`config.mk`:
```
export PLATFORM = sky130hd
export DESIGN_NAME = sync_header_length_deframer
export DESIGN_NICKNAME = d
export VERILOG_FILES = /design/src/rtl/shld_pkg.sv /design/src/rtl/sync_header_length_deframer.sv /design/src/rtl/shld_core.sv /design/src/rtl/shld_obuf.sv
export SDC_FILE = /design/constraint.sdc
export NUM_CORES = 1
export LEC_CHECK = 0
export BUFFER_PORTS_ARGS = -buffer_cell sky130_fd_sc_hd__clkbuf_2
export CAP_MARGIN = 20
export CORE_MARGIN = 2
export CORE_UTILIZATION = 42
export CTS_CLUSTER_DIAMETER = 100
export DETAILED_ROUTE_END_ITERATION = 10
export GPL_ROUTABILITY_DRIVEN = 0
export MAX_ROUTING_LAYER = met4
export PLACE_DENSITY = 0.55
export SYNTH_ARGS = -nofsm -noshare
export SYNTH_HDL_FRONTEND = slang
export SYNTH_SLANG_ARGS = --single-unit
```
`constraint.sdc`:
```
create_clock -name clk -period 14 [get_ports clk]
set_input_delay 2.1 -clock clk [delete_from_list [all_inputs] [get_ports clk]]
set_output_delay 2.1 -clock clk [all_outputs]
set_load 0.005 [all_outputs]
```
`src/rtl/shld_pkg.sv`:
```
// ----------------------------------------------------------------------------
// shld_pkg
// Types and constants shared by the sync header / length deframer.
// ----------------------------------------------------------------------------
`default_nettype none

package shld_pkg;

	localparam int unsigned CFG_INDEX_BITS = 2;
	localparam int unsigned CFG_DATA_BITS  = 32;
	localparam int unsigned SYNC_BITS      = 32;
	localparam int unsigned WINDOW_BITS    = 24;
	localparam int unsigned OVH_BITS       = 8;
	localparam int unsigned LEN_BITS       = 17;
	localparam int unsigned FRAME_OFF_BITS = 32;

	// register indexes of the configuration port
	localparam logic [CFG_INDEX_BITS-1:0] REG_SYNC_WORD       = 2'd0;
	localparam logic [CFG_INDEX_BITS-1:0] REG_LENGTH_OVERHEAD = 2'd1;

	localparam logic [SYNC_BITS-1:0] SYNC_WORD_RESET = 32'hA55A_A55A;
	localparam logic [OVH_BITS-1:0]  OVH_RESET       = 8'd16;

	// sync plus the two length bytes are always part of the frame
	localparam logic [OVH_BITS-1:0] MIN_OVERHEAD = 8'd6;
	// bytes of a sync word that precede the matching byte
	localparam int unsigned SYNC_LEAD = 3;
	localparam logic [1:0]  FILL_FULL = 2'd3;

	typedef enum logic [1:0] {
		PH_HUNT,
		PH_LEN_HI,
		PH_LEN_LO,
		PH_BODY
	} phase_t;

	typedef struct packed {
		logic                      valid;
		logic [FRAME_OFF_BITS-1:0] offset;
		logic [LEN_BITS-1:0]       length;
	} res_beat_t;

endpackage

`default_nettype wire

```
`src/rtl/sync_header_length_deframer.sv`:
```
// ----------------------------------------------------------------------------
// sync_header_length_deframer
// Finds sync-word headed, length-prefixed frames in a byte stream and
// reports each frame's start offset and total length.
// ----------------------------------------------------------------------------
//  channel   dir   handshake               payload
//  in        in    in_valid / in_stall     data_byte, restart
//  out       out   out_valid / out_stall   frame_offset, frame_length
//  config    in    wr_en                   wr_index, wr_data
//
//  one byte per cycle sustained while in_stall is low; a frame's last byte is held
//  in the input register, then its result is captured in the result register
//  the per-byte state update in shld_core sets that byte rate
//  reset clears all frame state and loads the register defaults; no sweep
//  in_stall rises only while the input register holds a byte and a result
//  is waiting under out_stall
// ----------------------------------------------------------------------------
`default_nettype none

module sync_header_length_deframer #(
	parameter int unsigned OFFSET_BITS = 32
) (
	input  wire logic                                   clk,
	input  wire logic                                   arst_n,
	input  wire logic                                   in_valid,
	output logic                                        in_stall,
	input  wire logic [7:0]                             data_byte,
	input  wire logic                                   restart,
	output logic                                        out_valid,
	input  wire logic                                   out_stall,
	output logic [shld_pkg::FRAME_OFF_BITS-1:0]         frame_offset,
	output logic [shld_pkg::LEN_BITS-1:0]               frame_length,
	input  wire logic                                   wr_en,
	input  wire logic [shld_pkg::CFG_INDEX_BITS-1:0]    wr_index,
	input  wire logic [shld_pkg::CFG_DATA_BITS-1:0]     wr_data
);

	logic [shld_pkg::SYNC_BITS-1:0] sync_word_q;
	logic [shld_pkg::OVH_BITS-1:0]  overhead_q;

	logic                           valid_s1;
	logic [7:0]                     data_s1;
	logic                           restart_s1;

	logic                           free;
	logic                           take;
	shld_pkg::res_beat_t            res;

	always_ff @(posedge clk or negedge arst_n) begin
		if (!arst_n) begin
			sync_word_q <= shld_pkg::SYNC_WORD_RESET;
			overhead_q  <= shld_pkg::OVH_RESET;
		end else if (wr_en) begin
			unique case (wr_index)
				shld_pkg::REG_SYNC_WORD: begin
					sync_word_q <= wr_data[shld_pkg::SYNC_BITS-1:0];
				end
				shld_pkg::REG_LENGTH_OVERHEAD: begin
					overhead_q <= wr_data[shld_pkg::OVH_BITS-1:0];
				end
				default: ;
			endcase
		end
	end

	assign take     = valid_s1 && free;
	assign in_stall = valid_s1 && !free;

	always_ff @(posedge clk or negedge arst_n) begin
		if (!arst_n) begin
			valid_s1 <= 1'b0;
		end else if (!in_stall) begin
			valid_s1 <= in_valid;
		end
	end

	always_ff @(posedge clk) begin
		if (in_valid && !in_stall) begin
			data_s1    <= data_byte;
			restart_s1 <= restart;
		end
	end

	shld_core #(
		.OFFSET_BITS(OFFSET_BITS)
	) u_core (
		.clk            (clk),
		.arst_n         (arst_n),
		.take           (take),
		.data_byte      (data_s1),
		.restart        (restart_s1),
		.sync_word      (sync_word_q),
		.length_overhead(overhead_q),
		.res            (res)
	);

	shld_obuf u_obuf (
		.clk         (clk),
		.arst_n      (arst_n),
		.res         (res),
		.free        (free),
		.out_valid   (out_valid),
		.out_stall   (out_stall),
		.frame_offset(frame_offset),
		.frame_length(frame_length)
	);

endmodule

`default_nettype wire

```
`src/rtl/shld_core.sv`:
```
// ----------------------------------------------------------------------------
// shld_core
// Per-byte frame delineation: sync hunt, length capture and body count.
// ----------------------------------------------------------------------------
`default_nettype none

module shld_core #(
	parameter int unsigned OFFSET_BITS = 32
) (
	input  wire logic                              clk,
	input  wire logic                              arst_n,
	input  wire logic                              take,
	input  wire logic [7:0]                        data_byte,
	input  wire logic                              restart,
	input  wire logic [shld_pkg::SYNC_BITS-1:0]    sync_word,
	input  wire logic [shld_pkg::OVH_BITS-1:0]     length_overhead,
	output shld_pkg::res_beat_t                    res
);

	logic [shld_pkg::WINDOW_BITS-1:0] window_q, window_d;
	logic [1:0]                       fill_q, fill_d;
	shld_pkg::phase_t                 phase_q, phase_d;
	logic [7:0]                       len_hi_q, len_hi_d;
	logic [shld_pkg::LEN_BITS-1:0]    total_q, total_d;
	logic [shld_pkg::LEN_BITS-1:0]    rem_q, rem_d;
	logic [OFFSET_BITS-1:0]           start_q, start_d;
	logic [OFFSET_BITS-1:0]           off_q, off_d;

	// state as seen by this byte, after a restart has wiped the frame
	shld_pkg::phase_t                 phase_e;
	logic [shld_pkg::WINDOW_BITS-1:0] window_e;
	logic [1:0]                       fill_e;
	logic [OFFSET_BITS-1:0]           here;
	logic [shld_pkg::SYNC_BITS-1:0]   word;
	logic                             match;
	logic [shld_pkg::OVH_BITS-1:0]    ovh_eff;
	logic [shld_pkg::LEN_BITS-1:0]    len_sum;
	logic                             emit;

	always_comb begin
		phase_e  = restart ? shld_pkg::PH_HUNT : phase_q;
		window_e = restart ? '0 : window_q;
		fill_e   = restart ? '0 : fill_q;
		here     = restart ? '0 : off_q;
		word     = {window_e, data_byte};
		match    = (fill_e == shld_pkg::FILL_FULL) && (word == sync_word);
		ovh_eff  = (length_overhead < shld_pkg::MIN_OVERHEAD) ?
			shld_pkg::MIN_OVERHEAD : length_overhead;
		len_sum  = shld_pkg::LEN_BITS'({len_hi_q, data_byte})
			+ shld_pkg::LEN_BITS'(ovh_eff);
	end

	// next phase
	always_comb begin
		phase_d = phase_e;
		unique case (phase_e)
			shld_pkg::PH_HUNT: begin
				if (match) phase_d = shld_pkg::PH_LEN_HI;
			end
			shld_pkg::PH_LEN_HI: begin
				phase_d = shld_pkg::PH_LEN_LO;
			end
			shld_pkg::PH_LEN_LO: begin
				if (len_sum <= shld_pkg::LEN_BITS'(shld_pkg::MIN_OVERHEAD)) begin
					phase_d = shld_pkg::PH_HUNT;
				end else begin
					phase_d = shld_pkg::PH_BODY;
				end
			end
			shld_pkg::PH_BODY: begin
				if (rem_q <= shld_pkg::LEN_BITS'(1)) phase_d = shld_pkg::PH_HUNT;
			end
			default: phase_d = shld_pkg::PH_HUNT;
		endcase
	end

	// datapath and result
	always_comb begin
		window_d = window_e;
		fill_d   = fill_e;
		len_hi_d = len_hi_q;
		total_d  = total_q;
		rem_d    = rem_q;
		start_d  = start_q;
		off_d    = here + OFFSET_BITS'(1);
		emit     = 1'b0;
		unique case (phase_e)
			shld_pkg::PH_HUNT: begin
				if (match) begin
					start_d  = here - OFFSET_BITS'(shld_pkg::SYNC_LEAD);
					window_d = '0;
					fill_d   = '0;
				end else begin
					window_d = word[shld_pkg::WINDOW_BITS-1:0];
					if (fill_e != shld_pkg::FILL_FULL) fill_d = fill_e + 2'd1;
				end
			end
			shld_pkg::PH_LEN_HI: begin
				len_hi_d = data_byte;
			end
			shld_pkg::PH_LEN_LO: begin
				total_d = len_sum;
				if (len_sum <= shld_pkg::LEN_BITS'(shld_pkg::MIN_OVERHEAD)) begin
					emit = 1'b1;
				end else begin
					rem_d = len_sum - shld_pkg::LEN_BITS'(shld_pkg::MIN_OVERHEAD);
				end
			end
			shld_pkg::PH_BODY: begin
				if (rem_q <= shld_pkg::LEN_BITS'(1)) begin
					emit = 1'b1;
				end else begin
					rem_d = rem_q - shld_pkg::LEN_BITS'(1);
				end
			end
			default: emit = 1'b0;
		endcase
		res.valid  = take && emit;
		res.offset = shld_pkg::FRAME_OFF_BITS'(start_d);
		res.length = total_d;
	end

	always_ff @(posedge clk or negedge arst_n) begin
		if (!arst_n) begin
			window_q <= '0;
			fill_q   <= '0;
			phase_q  <= shld_pkg::PH_HUNT;
			len_hi_q <= '0;
			total_q  <= '0;
			rem_q    <= '0;
			start_q  <= '0;
			off_q    <= '0;
		end else if (take) begin
			phase_q  <= phase_d;
			len_hi_q <= len_hi_d;
			rem_q    <= rem_d;
			start_q  <= start_d;
			off_q    <= off_d;
			if (emit) begin
				window_q <= '0;
				fill_q   <= '0;
				total_q  <= '0;
			end else begin
				window_q <= window_d;
				fill_q   <= fill_d;
				total_q  <= total_d;
			end
		end
	end

`ifndef SYNTHESIS
	a_window_idle_in_frame: assert property (@(posedge clk) disable iff (!arst_n)
		(phase_q != shld_pkg::PH_HUNT) |-> (fill_q == 2'd0 && window_q == '0))
		else $error("sync window not cleared while inside a frame");

	a_body_count_nonzero: assert property (@(posedge clk) disable iff (!arst_n)
		(phase_q == shld_pkg::PH_BODY) |-> (rem_q != '0))
		else $error("body count reached zero without ending the frame");

	a_result_only_at_frame_end: assert property (@(posedge clk) disable iff (!arst_n)
		res.valid |-> (!restart && (phase_q == shld_pkg::PH_LEN_LO
			|| phase_q == shld_pkg::PH_BODY)))
		else $error("result raised outside a frame end");

	a_offset_advances: assert property (@(posedge clk) disable iff (!arst_n)
		(take && !restart) |=> (off_q == $past(off_q) + OFFSET_BITS'(1)))
		else $error("byte offset did not advance by one");

	a_offset_restart: assert property (@(posedge clk) disable iff (!arst_n)
		(take && restart) |=> (off_q == OFFSET_BITS'(1)))
		else $error("restart beat did not take offset zero");
`endif

endmodule

`default_nettype wire

```
`src/rtl/shld_obuf.sv`:
```
// ----------------------------------------------------------------------------
// shld_obuf
// Result register: holds one frame result until the sink takes it.
// ----------------------------------------------------------------------------
`default_nettype none

module shld_obuf (
	input  wire logic                                  clk,
	input  wire logic                                  arst_n,
	input  wire shld_pkg::res_beat_t                   res,
	output logic                                       free,
	output logic                                       out_valid,
	input  wire logic                                  out_stall,
	output logic [shld_pkg::FRAME_OFF_BITS-1:0]        frame_offset,
	output logic [shld_pkg::LEN_BITS-1:0]              frame_length
);

	logic                                 valid_q;
	logic [shld_pkg::FRAME_OFF_BITS-1:0]  offset_q;
	logic [shld_pkg::LEN_BITS-1:0]        length_q;

	// register can take a new result when empty or being drained this cycle
	assign free = !valid_q || !out_stall;

	always_ff @(posedge clk or negedge arst_n) begin
		if (!arst_n) begin
			valid_q <= 1'b0;
		end else if (free) begin
			valid_q <= res.valid;
		end
	end

	always_ff @(posedge clk) begin
		if (free && res.valid) begin
			offset_q <= res.offset;
			length_q <= res.length;
		end
	end

	assign out_valid    = valid_q;
	assign frame_offset = offset_q;
	assign frame_length = length_q;

endmodule

`default_nettype wire

```
* After elaboration in Yosys (flattened, before gate mapping) *
Cells that the tools add are included.

word-level totals
  register bits = 234
  input bits = 48
  word-level logic and storage cells = 78

cells by class
  add/sub/neg operators = 6
  $lt $le $gt $ge = 3
  eq/ne operators = 9
  muxes and demuxes = 26
  reduce and logical (&&, ||, !) cells = 18

operator list
  operator                                                          number
  2-to-1 mux 24 bit                                                 4
  2-to-1 mux 32 bit                                                 3
  2-to-1 mux 17 bit                                                 4
  case mux 17 bit (2 select lines)                                  1
  adder 32 x 1 -> 32 bit (second input constant)                    1
  == test 32 bit                                                    1
  subtractor 32 x 2 -> 32 bit (second input constant)               1
  2-to-1 mux 2 bit                                                  9
  adder 16 x 8 -> 17 bit                                            1
  less-or-equal comparator 17 x 1 -> 1 bit (second input constant)  1
  less-or-equal comparator 17 x 3 -> 1 bit (second input constant)  1
  subtractor 17 x 1 -> 17 bit (second input constant)               1
  subtractor 17 x 3 -> 17 bit (second input constant)               1
  less-than comparator 8 x 3 -> 1 bit (second input constant)       1
  2-to-1 mux 8 bit                                                  1
  case mux 2 bit (4 select lines)                                   1
  == test 2 bit (second input constant)                             3
  logical AND 1 bit                                                 6
  != test 2 bit (second input constant)                             3
  AND reduction 2 bit                                               3
  == test 2 x 1 -> 1 bit (second input constant)                    2
  zero test 1 bit                                                   4
  zero test 2 bit                                                   2
  AND reduction 4 bit                                               1
  5 further kinds                                                   6

* Depth between registers and ports, before layout *
Gate-level depths: netlist of run 1.

  depth after elaboration = 8
  mapped depth = 17

* By module *
A second synthesis of run 1 with hierarchy kept.

second synthesis, totals
  cell total of the unflattened synthesis = 1,242
  area total of the unflattened synthesis = 12,439.4 µm²

modules (own cells, without submodules)
  module                       instances  cells an instance  area each (µm²)  seq. area each (µm²)
  shld_core                    1          1,089              9,059.9          3,353.2
  sync_header_length_deframer  1          100                1,860.5          1,317.5
  shld_obuf                    1          53                 1,519.0          1,496.4

* Worst setup path before layout of run 1 *
OpenSTA, ideal clock, no wires.

  path kind = register to register
  from = reg overhead_q[7] (netlist bit)
  to = reg u_obuf.length_q, in the netlist u_obuf.frame_length[0] (enable)
  library setup time = 0.456 ns
  arrival = 5.058 ns
  required time = 13.544 ns
  setup slack = 8.486 ns
  stages on the path, launching flop included = 14
  period minus slack after synthesis = 5.514 ns
  cell sequence = dfrtp_1 -> nor4_1 -> nand2_1 -> and2_1 -> ha_1 -> fa_1 -> a211oi_1 -> o211ai_1 -> a2111oi_0 -> mux2i_1 -> o22ai_2 -> buf_2 -> a31oi_1 -> nor2_1

between the ends
  word-level cells in the longest chain between the ends = 8

ends and longest elaborated chain
  item                                        line                               source
  from (decl)                                 sync_header_length_deframer.sv:39  logic [shld_pkg::OVH_BITS-1:0] overhead_q;
  from (signal assigned)                      sync_header_length_deframer.sv:52  overhead_q <= shld_pkg::OVH_RESET;
  from (signal assigned)                      sync_header_length_deframer.sv:59  overhead_q <= wr_data[shld_pkg::OVH_BITS-1:0];
  less-than comparator 8 x 3 -> 1 bit         shld_core.sv:47                    ovh_eff = (length_overhead < shld_pkg::MIN_OVERHEAD) ?
  2-to-1 mux 8 bit *                          shld_core.sv:47
  adder 16 x 8 -> 17 bit *                    shld_core.sv:50                    + shld_pkg::LEN_BITS'(ovh_eff);
  less-or-equal comparator 17 x 3 -> 1 bit *  shld_core.sv:103                   if (len_sum <= shld_pkg::LEN_BITS'(shld_pkg::MIN_OVERHEAD)) begin
  2-to-1 mux 1 bit *                          shld_core.sv:103
  case mux 1 bit (2 select lines) *           shld_core.sv:87                    unique case (phase_e)
  logical AND 1 bit *                         shld_core.sv:118                   res.valid = take && emit;
  logical AND 1 bit *                         shld_obuf.sv:34                    if (free && res.valid) begin
  to (signal assigned)                        shld_obuf.sv:36                    length_q <= res.length;
  to (decl)                                   shld_obuf.sv:20                    logic [shld_pkg::LEN_BITS-1:0] length_q;

Every way passes the cells marked *; elsewhere a longest branch is shown, timed or not.
A chain may end at the register's enable or synchronous reset.

* Worst setup path in the final report of run 1 *
  from = reg overhead_q[7] (netlist bit)
  to = reg u_obuf.offset_q, in the netlist u_obuf.frame_offset[14] (enable)

between the ends
  word-level cells in the longest chain between the ends = 8

ends and longest elaborated chain
  item                                        line              source
  less-than comparator 8 x 3 -> 1 bit         shld_core.sv:47
  2-to-1 mux 8 bit *                          shld_core.sv:47
  adder 16 x 8 -> 17 bit *                    shld_core.sv:50
  less-or-equal comparator 17 x 3 -> 1 bit *  shld_core.sv:103
  2-to-1 mux 1 bit *                          shld_core.sv:103
  case mux 1 bit (2 select lines) *           shld_core.sv:87
  logical AND 1 bit *                         shld_core.sv:118
  logical AND 1 bit *                         shld_obuf.sv:34
  to (signal assigned)                        shld_obuf.sv:35   offset_q <= res.offset;
  to (decl)                                   shld_obuf.sv:19   logic [shld_pkg::FRAME_OFF_BITS-1:0] offset_q;

Marks and branches as above.

==> results of run 1 <==
==> cells in the mapped netlist (11+ instances only) <==
library cell	n	area, um^2
a22o_1	29	254.0
xnor2_1	41	359.1
nor4_1	16	100.1
xor2_1	26	227.7
ha_1	12	150.1
a31oi_1	12	75.07
edfxtp_1	58	1742
nor2_1	74	277.8
dfstp_2	17	446.7
inv_1	29	108.9
nand4_1	11	68.82
nor3_1	29	145.1
clkbuf_1	56	210.2
nand3_1	45	225.2
or3_1	11	68.82
dfrtp_1	159	3979
nor2b_1	20	125.1
nand2_1	160	600.6
mux2_2	70	788.3
a21oi_1	53	265.3
buf_2	11	55.05
nand2b_1	21	131.4
o21ai_0	92	460.4
==> how the worst min path moves through the flow <==
stage / end / slack (ns) / cells after the start
floorplan: u_core.total_q[11] / 0.45 / 1
global placement: u_core.total_q[11] / 0.46 / 1
detailed placement: u_core.start_q[30] / 0.47 / 2
CTS: u_core.start_q[12] / 0.48 / 2
global route: u_core.start_q[29] / 0.50 / 2
finish: u_core.start_q[25] / 0.48 / 2
==> metal layers <==
metal / up-vias / global-route usage / part of all wire
met5: - / - / 0
met4: 0 / 0.03857 / 0.016
met3: 36 / 0.02320 / 0.037
met2: 172 / 0.3183 / 0.46
met1: 4586 / 0.2775 / 0.49
li1: 4607 / - / -
==> registers in the layout, indices dropped and copies added (netlist names), 8 cells and up <==
name                 flops
sync_word_q             32
u_core.off_q            32
u_core.start_q          32
u_obuf.frame_offset     32
u_core.window_q         24
u_core.rem_q            17
u_core.total_q          17
u_obuf.frame_length     17
data_s1                  8
overhead_q               8
u_core.len_hi_q          8
==> worst max-delay path, cell delays in order (launching register included) <==
cell	delay [ns]
dfrtp_1	0.40
nor4_1	0.32
nand2_1	0.14
and2_1	0.18
ha_1	0.22
fa_1	0.42
a211oi_1	0.31
o211ai_1	0.17
a2111oi_0	0.51
mux2i_1	0.21
o22ai_2	0.49
a31oi_1	0.35
nor2_4	0.15
buf_4	0.56
==> power by group through the flow <==
stage	Clock (W)	Sequential [W]	Combinational, W
floorplan	0	0.000862	0.000405
global placement	0	0.000901	0.000502
detailed placement	0	0.000904	0.000509
CTS	0.000733	0.000893	0.000511
global route	0.000764	0.000908	0.000567
finish	0.000715	0.000894	0.000510
==> cell families (layout without fill, tap and decap cells) <==
| kind of cell | after synthesis | count (layout) |
|---|---|---|
| DFF | 234 | 234 |
| and+or+nand+nor | 443 | 443 |
| AOI/OAI and AO/OA | 289 | 289 |
| adders and majority gates | 13 | 13 |
| buffers and inverters | 108 | 188 |
| muxes | 87 | 87 |
| xor gates and xnor gates | 67 | 67 |
==> cell type report <==
class                           count  area [um^2]  area share
Sequential cell                   234         6167      0.4346
Timing Repair Buffer              109        579.3     0.04082
Inverter                           29        108.9    0.007671
Multi-Input combinational cell    899         5959      0.4199
Clock inverter                     15        182.7     0.01287
Tap cell                          390        488.0     0.03439
Clock buffer                       35        705.7     0.04973
==> cells in the final DEF, fill, tap and decap left out, types with 9 or more instances in the layout <==
master and count:
dfstp_2 17, edfxtp_1 58, nand2b_1 21, dfrtp_1 159, clkbuf_16 27, nand2_1 159, nand4_1 11, mux2i_1 9
buf_4 11, mux2_2 70, nor2b_1 20, a21oi_1 53, nor2_1 73, or3_1 11, a31oi_1 12, nor3_1 29
and3_1 10, o22ai_1 10, nand3_1 45, xor2_1 26, o21ai_0 92, ha_1 12, inv_1 29, xnor2_1 41
clkbuf_2 97, a22o_1 29, nor4_1 15
==> stage by stage <==
stage | std cells | cell area, um^2 | utilization
5_1_grt | 1711 | 14190 | 0.4801
3_5_place_dp | 1661 | 13300 | 0.4500
6_report | 1711 | 14190 | 0.4801
4_1_cts | 1711 | 14190 | 0.4801
2_1_floorplan | 1241 | 12560 | -
3_3_place_gp | 1661 | 13300 | 0.4500
==> run_results.csv, run 1 <==
group,metric,value,unit
power,peakVddDrop,0.00008511,V
power,p_sw,0.0006831,W
finish,fillers,2836,
clocking,cts.root.buffer_cell,"clkbuf_16",
worst_setup_path,ff2ff_setup_slack,9.17,ns
sta,hold_viol_final,0,
hold_path,hold_path_class,"flip-flop to flip-flop",
global_route,grt.total_usage,0.1998,
die,placementRows,63,
routing,firstDrtPassIters,7,
sta,post-route-period-util,0.3453,
synth,yosysWarnings,0,
clocking,cts_buffers,27,
worst_setup_path,crit_required,14.16,ns
die,initial_core_util,0.4250,
sta,hold_slack,0.4775,ns
power,p_int,0.001436,W
synth,synth_top_family_by_area,"simple AND/OR/NAND/NOR gates",
placed_design,dpl.hpwl,20480,um
global_route,grt_pass1_wl,49340,um
clocking,clock-sinks,234,
routing,drc,0,
die,die_w,176.9,um
synth,synth_compound_area_frac,0.1562,
synth,ys_types,82,
sta,rsz0062_at_grt,"false",
worst_setup_path,start_kind,"flip-flop",
routing,wire_per_inst,17.44,um
synth,netlist_instances,1241,
clocking,cts_tree,"yes",
sta,tns,0,ns
clocking,clockBufferDepth,3,
synth,yosys_register_bits,234,
clocking,post-cts-setup-buffers,0,
power,pwr-share-seq,0.422,
finish,drive_gt1_frac,0.2104,
global_route,grt_max_degree,66,
global_route,gr-total-overflow,0,
finish,antenna_cells,0,
synth,muxShareOfSynthArea,0.07948,
global_route,grt_pass1_vias,9323,
worst_setup_path,cp.arrival,4.99,ns
sta,setup_ws,9.165,ns
sta,setup_viol,0,
run,maxCapViolations,0,
synth,synth_fa_ha_area_frac,0.01355,
sta,slew_headroom,0.3345,
clocking,clock_latency,0.55,ns
routing,routed_via_density,5.494,
die,coreArea,29560,um^2
die,die_h,176.9,um
sta,period_minus_slack,4.835,ns
sta,tightest_slew,0.9907,ns
clocking,cts-resized-gates,0,
power,fin_total_pwr,0.002119,W
routing,ant_nets,0,
die,die_area,31310,um^2
worst_setup_path,critPathLaunch,"overhead_q[7]",
clocking,clk_pin_slew,0.06,ns
worst_setup_path,worstRegToRegCells,13,
synth,synth_enable_flop_cells,58,
synth,postSynthAreaPerCell,10.12,um^2
power,p_clk_frac,0.337,
synth,synth-xor-area-share,0.04671,
worst_setup_path,cp-endpoint,"u_obuf.frame_offset[14]",
worst_setup_path,timing.rr.start,"overhead_q[7]",
clocking,ctsHoldBuffers,0,
synth,synthArstFlopShare,0.7521,
worst_setup_path,cp_max_fo,49,
synth,yosys_most_used_dff,"dfrtp_1",
routing,wl,29850,um
power,sw_frac_of_total,0.3224,
power,pwr-share-comb,0.241,
worst_setup_path,worstSetupPathType,"flip-flop to flip-flop",
finish,nNetsFinal,1361,
outcome,status,"finished, final reports clean",
worst_setup_path,end_kind,"flip-flop",
placed_design,io_buffers,98,
power,p_per_area,149.3,nW/um^2
routing,dr.first_iter.drc_count,479,
routing,dr_total_vias,9401,
synth,synth_area,12560,um^2
sta,slew_violations,0,
sta,max_freq,206.8,MHz
synth,ys_seq_area_frac,0.4909,
worst_setup_path,worstReg2RegEnd,"u_obuf.frame_offset[14]",
die,ioPinCount,99,
sta,clock_skew,0.02445,ns
placed_design,pre_cts_ws,9.274,ns
global_route,antenna_found_initial,0,
hold_path,hp-start,"u_core.start_q[25]",
clocking,htree_num_levels,1,
power,p_leak,5.941,nW
synth,synth_nets,1302,
finish,area_growth,12.97,%
synth,synth_simple_gate_area_frac,0.1759,
Note: power is estimated with default switching activity, not from simulation.
==> run 2: changes to the inputs <==
Clock period 14 ns to 5 ns, I/O delays scaled along.
==> run 2 against run 1 <==
  * Die area is the same
  * Largest cell class unchanged
  * Highest routed layer unchanged
  * Critical path depth is the same
  * Non-clock buffer count increased by 2
==> run_results.csv, run 2 (same netlist as run 1, synthesis figures left out) <==
group,metric,value,unit
outcome,status,"finished, final reports clean",
sta,tightest_slew,0.9451,ns
global_route,grt.total_usage,0.1990,
finish,postLayoutCoreUtil,0.4822,
placed_design,io_buffers,98,
routing,ant_nets,0,
power,p_leak,5.978,nW
sta,setup_viol,0,
die,coreArea,29560,um^2
routing,wl,29460,um
finish,drive_gt1_frac,0.2165,
routing,dr.first_iter.drc_count,475,
global_route,top_usage_layer,"met2",
global_route,gr-usage-met1,0.2744,
sta,post-route-period-util,0.8690,
global_route,grt_pass1_wl,49010,um
finish,fillers,2788,
die,die_area,31310,um^2
worst_setup_path,cp_max_fo,49,
clocking,clockBufferDepth,3,
die,die_w,176.9,um
worst_setup_path,worstSetupPathType,"flip-flop to flip-flop",
finish,antenna_cells,0,
die,placementRows,63,
clocking,cts_tree,"yes",
clocking,cts.root.buffer_cell,"clkbuf_16",
routing,firstDrtPassIters,4,
sta,clock_skew,0.01873,ns
clocking,cts-resized-gates,0,
finish,regArea,6167,um^2
worst_setup_path,crit_required,5.22,ns
sta,max_freq,230.2,MHz
clocking,cts_buffers,26,
global_route,grt_max_degree,96,
placed_design,pre_cts_ws,0.6415,ns
clocking,clock-sinks,234,
sta,slew_violations,0,
run,maxCapViolations,0,
routing,drc,0,
die,ioPinCount,99,
sta,hold_viol_final,0,
finish,layout_common_cells,"nand2_1 (159), dfrtp_1 (159), clkbuf_2 (97), o21ai_0 (92), nor2_1 (73)",
sta,hold_slack,0.2580,ns
clocking,post-cts-setup-buffers,0,
sta,tns,0,ns
clocking,clk_pin_slew,0.06,ns
worst_setup_path,start_kind,"flip-flop",
sta,setup_ws,0.6550,ns
die,die_h,176.9,um
worst_setup_path,end_kind,"flip-flop",
clocking,ctsHoldBuffers,0,
hold_path,hold_path_class,"input port to async pin",
power,p_per_area,419.0,nW/um^2
finish,area_growth,13.46,%
worst_setup_path,cp.arrival,4.57,ns
finish,multi_input_area,5959,um^2
global_route,met2_usage,0.3137,
finish,nNetsFinal,1362,
global_route,grt_use_met3,0.02749,
routing,dr_total_vias,9358,
clocking,htree_num_levels,1,
die,initial_core_util,0.4250,
routing,wire_per_inst,17.22,um
global_route,antenna_found_initial,0,
clocking,clock_latency,0.55,ns
global_route,grt_pass1_vias,9051,
sta,rsz0062_at_grt,"false",
placed_design,dpl.hpwl,20600,um
routing,routed_via_density,5.469,
sta,period_minus_slack,4.345,ns
sta,slew_headroom,0.3677,
global_route,gr-total-overflow,0,
power,peakVddDrop,0.0002780,V
==> run 2: cell count changes in the layout (fill, tap and decap cells not counted) <==
cell      change
clkinv_2      +3
clkbuf_4      +1
inv_6         -1
clkbuf_1      -6
buf_12        +1
clkinv_8      +1
clkinv_1      -2
clkbuf_8      +3
==> run 2: final timing paths <==
check | start | to | slack, ns | depth (start not counted)
max | overhead_q[7] | u_obuf.frame_offset[5] | 0.66 | 13
min | arst_n | sync_word_q[14] | 0.26 | 1
max reg2reg | overhead_q[7] | u_obuf.frame_offset[5] | 0.66 | 13
min reg2reg | u_core.total_q[11] | u_core.total_q[11] | 0.48 | 1
max in group asynchronous | arst_n | u_core.rem_q[9] | 3.54 | 2
min in group clk | data_byte[1] | data_s1[1] | 0.39 | 1
==> run 2: area by class of cell <==
| class | instances | area share |
|---|---|---|
| Sequential cell | 234 | 0.4327 |
| Inverter | 29 | 0.007638 |
| Tap cell | 390 | 0.03424 |
| Clock inverter | 16 | 0.01387 |
| Multi-Input combinational cell | 899 | 0.4181 |
| Timing Repair Buffer | 111 | 0.04258 |
| Clock buffer | 32 | 0.05083 |
==> run 2: layer usage <==
layer	up-vias	share of wire
met3	45	0.038
met2	171	0.46
met4	0	0.020
met5	-	0
met1	4543	0.48
li1	4599	-
==> run 2: worst max-delay path, stage by stage, from the launching register on <==
cell and delay (ns):
dfrtp_1 0.40, nor4_1 0.32, nand2_1 0.12, and2_1 0.18, ha_1 0.21, fa_1 0.43, a211oi_1 0.30, o211ai_1 0.16
a2111oi_0 0.40, mux2i_1 0.18, o22ai_2 0.47, a31oi_1 0.35, nor2_4 0.19, buf_12 0.25
==> run 2: metrics by stage <==
stage | instances | total power, W | area (um^2)
after floorplan | 1241 | 0.003549 | 12560
after global placement | 1662 | 0.003936 | 13320
after detailed placement | 1662 | 0.003962 | 13320
after CTS | 1710 | 0.006030 | 14240
after global routing | 1711 | 0.006334 | 14250
final | 1711 | 0.005972 | 14250
==> run 2: power by group <==
part           switching (W)  leakage [nW]  internal (W)
sequential          0.000273          2.87       0.00222
combinational       0.000830          2.67      0.000604
clock               0.000805         0.441       0.00124
==> run 3: changes to the inputs <==
Settings changed: SYNTH_HIERARCHICAL set to 1.
==> run 3 against run 2 <==
  * Fmax down 8.0%
  * Combinational power about the same
  * Global-route usage down 0.17 points
  * Non-clock buffer count up 3
  * Synthesized cell count about the same
  * Critical path depth up 1
  * Critical endpoint is now u_obuf/frame_offset[1]
==> run_results.csv, run 3 <==
group,metric,value,unit
clocking,post-cts-setup-buffers,0,
synth,synth_enable_flop_cells,58,
clocking,clockBufferDepth,3,
power,peakVddDrop,0.0002434,V
sta,setup_viol,0,
power,fin_total_pwr,0.005729,W
die,die_area,31010,um^2
sta,max_freq,211.8,MHz
routing,wire_per_inst,17.32,um
die,die_w,176.1,um
clocking,clock_latency,0.55,ns
die,initial_core_util,0.4231,
synth,synth_nets,1303,
run,maxCapViolations,0,
outcome,status,"finished, final reports clean",
die,die_h,176.1,um
synth,synth_top_area_cell,"dfrtp_1",
synth,yosys_register_bits,234,
clocking,cts_buffers,27,
worst_setup_path,worstSetupPathType,"flip-flop to flip-flop",
die,ioPinCount,99,
synth,synth_common_cells,"dfrtp_1 (159), nand2_1 (146), o21ai_0 (123)",
die,placementRows,63,
sta,hold_viol_final,0,
clocking,cts.root.buffer_cell,"clkbuf_16",
finish,layout_commonest_cell,"dfrtp_1",
routing,wl,29750,um
hold_path,hold_path_class,"input port to async pin",
sta,tns,0,ns
sta,slew_headroom,0.2917,
power,p_leak,5.861,nW
finish,area_growth,13.21,%
global_route,gr-total-overflow,0,
worst_setup_path,cp_max_fo,49,
synth,synth_area_leaders,"dfrtp_1 (32%), edfxtp_1 (14%), o21ai_0 (4.9%), mux2_2 (4.6%), nand2_1 (4.4%)",
synth,synth_top_area_share,0.3199,
routing,firstDrtPassIters,5,
clocking,cts-resized-gates,0,
worst_setup_path,start_kind,"flip-flop",
global_route,antenna_found_initial,0,
synth,ys_types,90,
finish,postLayoutCoreUtil,0.4790,
clocking,clk_pin_slew,0.06,ns
routing,dr_total_vias,9435,
routing,dr.first_iter.drc_count,480,
worst_setup_path,timing.rr.start,"overhead_q[7]",
global_route,grt_pass1_wl,48310,um
routing,routed_via_density,5.492,
sta,post-route-period-util,0.9442,
worst_setup_path,crit_required,5.21,ns
finish,antenna_cells,0,
finish,drive_gt1_frac,0.1920,
worst_setup_path,cp.arrival,4.93,ns
clocking,htree_num_levels,1,
finish,nNetsFinal,1368,
sta,tightest_slew,1.054,ns
synth,netlist_instances,1242,
synth,synthArstFlopShare,0.7521,
placed_design,dpl.hpwl,20530,um
global_route,grt_max_degree,93,
clocking,cts_tree,"yes",
synth,synth_area,12440,um^2
clocking,ctsHoldBuffers,0,
power,p_per_area,406.8,nW/um^2
placed_design,io_buffers,98,
sta,rsz0062_at_grt,"false",
synth,yosysWarnings,6,
worst_setup_path,end_kind,"flip-flop",
routing,ant_nets,0,
die,coreArea,29400,um^2
routing,drc,0,
sta,clock_skew,0.01595,ns
worst_setup_path,critPathLaunch,"overhead_q[7]",
global_route,grt_pass1_vias,8952,
finish,layout_common_cells,"dfrtp_1 (159), nand2_1 (145), o21ai_0 (122), clkbuf_2 (97), nor2_1 (80)",
sta,period_minus_slack,4.721,ns
sta,slew_violations,0,
synth,postSynthAreaPerCell,10.02,um^2
synth,post-synth-top-count-cell,"dfrtp_1",
global_route,grt.total_usage,0.1973,
synth,ys_seq_area_frac,0.4958,
clocking,clock-sinks,234,
synth,yosys_most_used_dff,"dfrtp_1",
## run 3: cell types whose count changed after synthesis, moves of 9 or more
cell,before,now
nand3_1,45,32
o21ai_0,92,123
mux2_2,70,51
nand2_1,160,146
nand2b_1,21,12
a21oi_1,53,36
## run 3: per-layer routing
metal  share of wire  global-route usage
met1            0.48              0.2776
met2            0.47              0.3083
met3           0.036             0.02541
met4           0.013             0.03926
met5               0                   -
## run 3: logic make-up (layout without fill, tap and decap cells)
logic type                 after synthesis  in the layout  share of synthesized area
adders and majority gates               13             13                    0.01368
DFF                                    234            234                     0.4958
muxes                                   66             66                    0.05844
AOI/OAI and AO/OA                      313            313                     0.1692
buffers and inverters                  116            202                    0.03943
xor gates and xnor gates                73             73                    0.05200
and+or+nand+nor                        427            427                     0.1715
## run 3: path summary, 6_finish.rpt
kind                       cells past startpoint  slack (ns)                endpoint
hold reg to reg                                2        0.48       u_core/start_q[7]
max in group asynchronous                      2        3.75        u_core/off_q[28]
hold / removal                                 1        0.27         u_core/rem_q[6]
setup reg to reg                              14        0.28  u_obuf/frame_offset[1]
min in group clk                               1        0.38              data_s1[3]
setup / recovery                              14        0.28  u_obuf/frame_offset[1]
## run 3: layout make-up
class                           instances  area (um^2)
Inverter                               38        142.6
Timing Repair Buffer                  114        641.9
Multi-Input combinational cell        892         5812
Tap cell                              390        488.0
Clock inverter                         18        126.4
Sequential cell                       234         6167
Fill cell                            2752        15320
Clock buffer                           32        704.4
## run 3: critical path, stage by stage (launching register included)
cell and delay [ns]:
dfrtp_1 0.40, nor4_1 0.32, nand2_1 0.13, and2_1 0.18
ha_1 0.23, fa_1 0.43, a211oi_1 0.45, o21ai_2 0.14
a211oi_2 0.30, o221ai_1 0.25, or4_4 0.56, o31a_4 0.34
nor2_1 0.14, a21boi_4 0.21, buf_12 0.29
## run 3: per-stage QoR
step / worst slack, ns / cells / instance area (um^2) / hold slack, ns
global placement: 0.4040 / 1668 / 13250 / 0.4601
CTS: 0.2642 / 1718 / 14080 / 0.3180
global route: 0.002126 / 1718 / 14080 / 0.3526
floorplan: 0.2595 / 1242 / 12450 / 0.4490
detailed placement: 0.2834 / 1668 / 13250 / 0.4655
finish: 0.2788 / 1718 / 14080 / 0.2739
## run 3: report_power, final
part	total, W	internal (W)	switching [W]
clock	0.00186	0.00106	0.000800
sequential	0.00247	0.00221	0.000257
combinational	0.00140	0.000597	0.000806
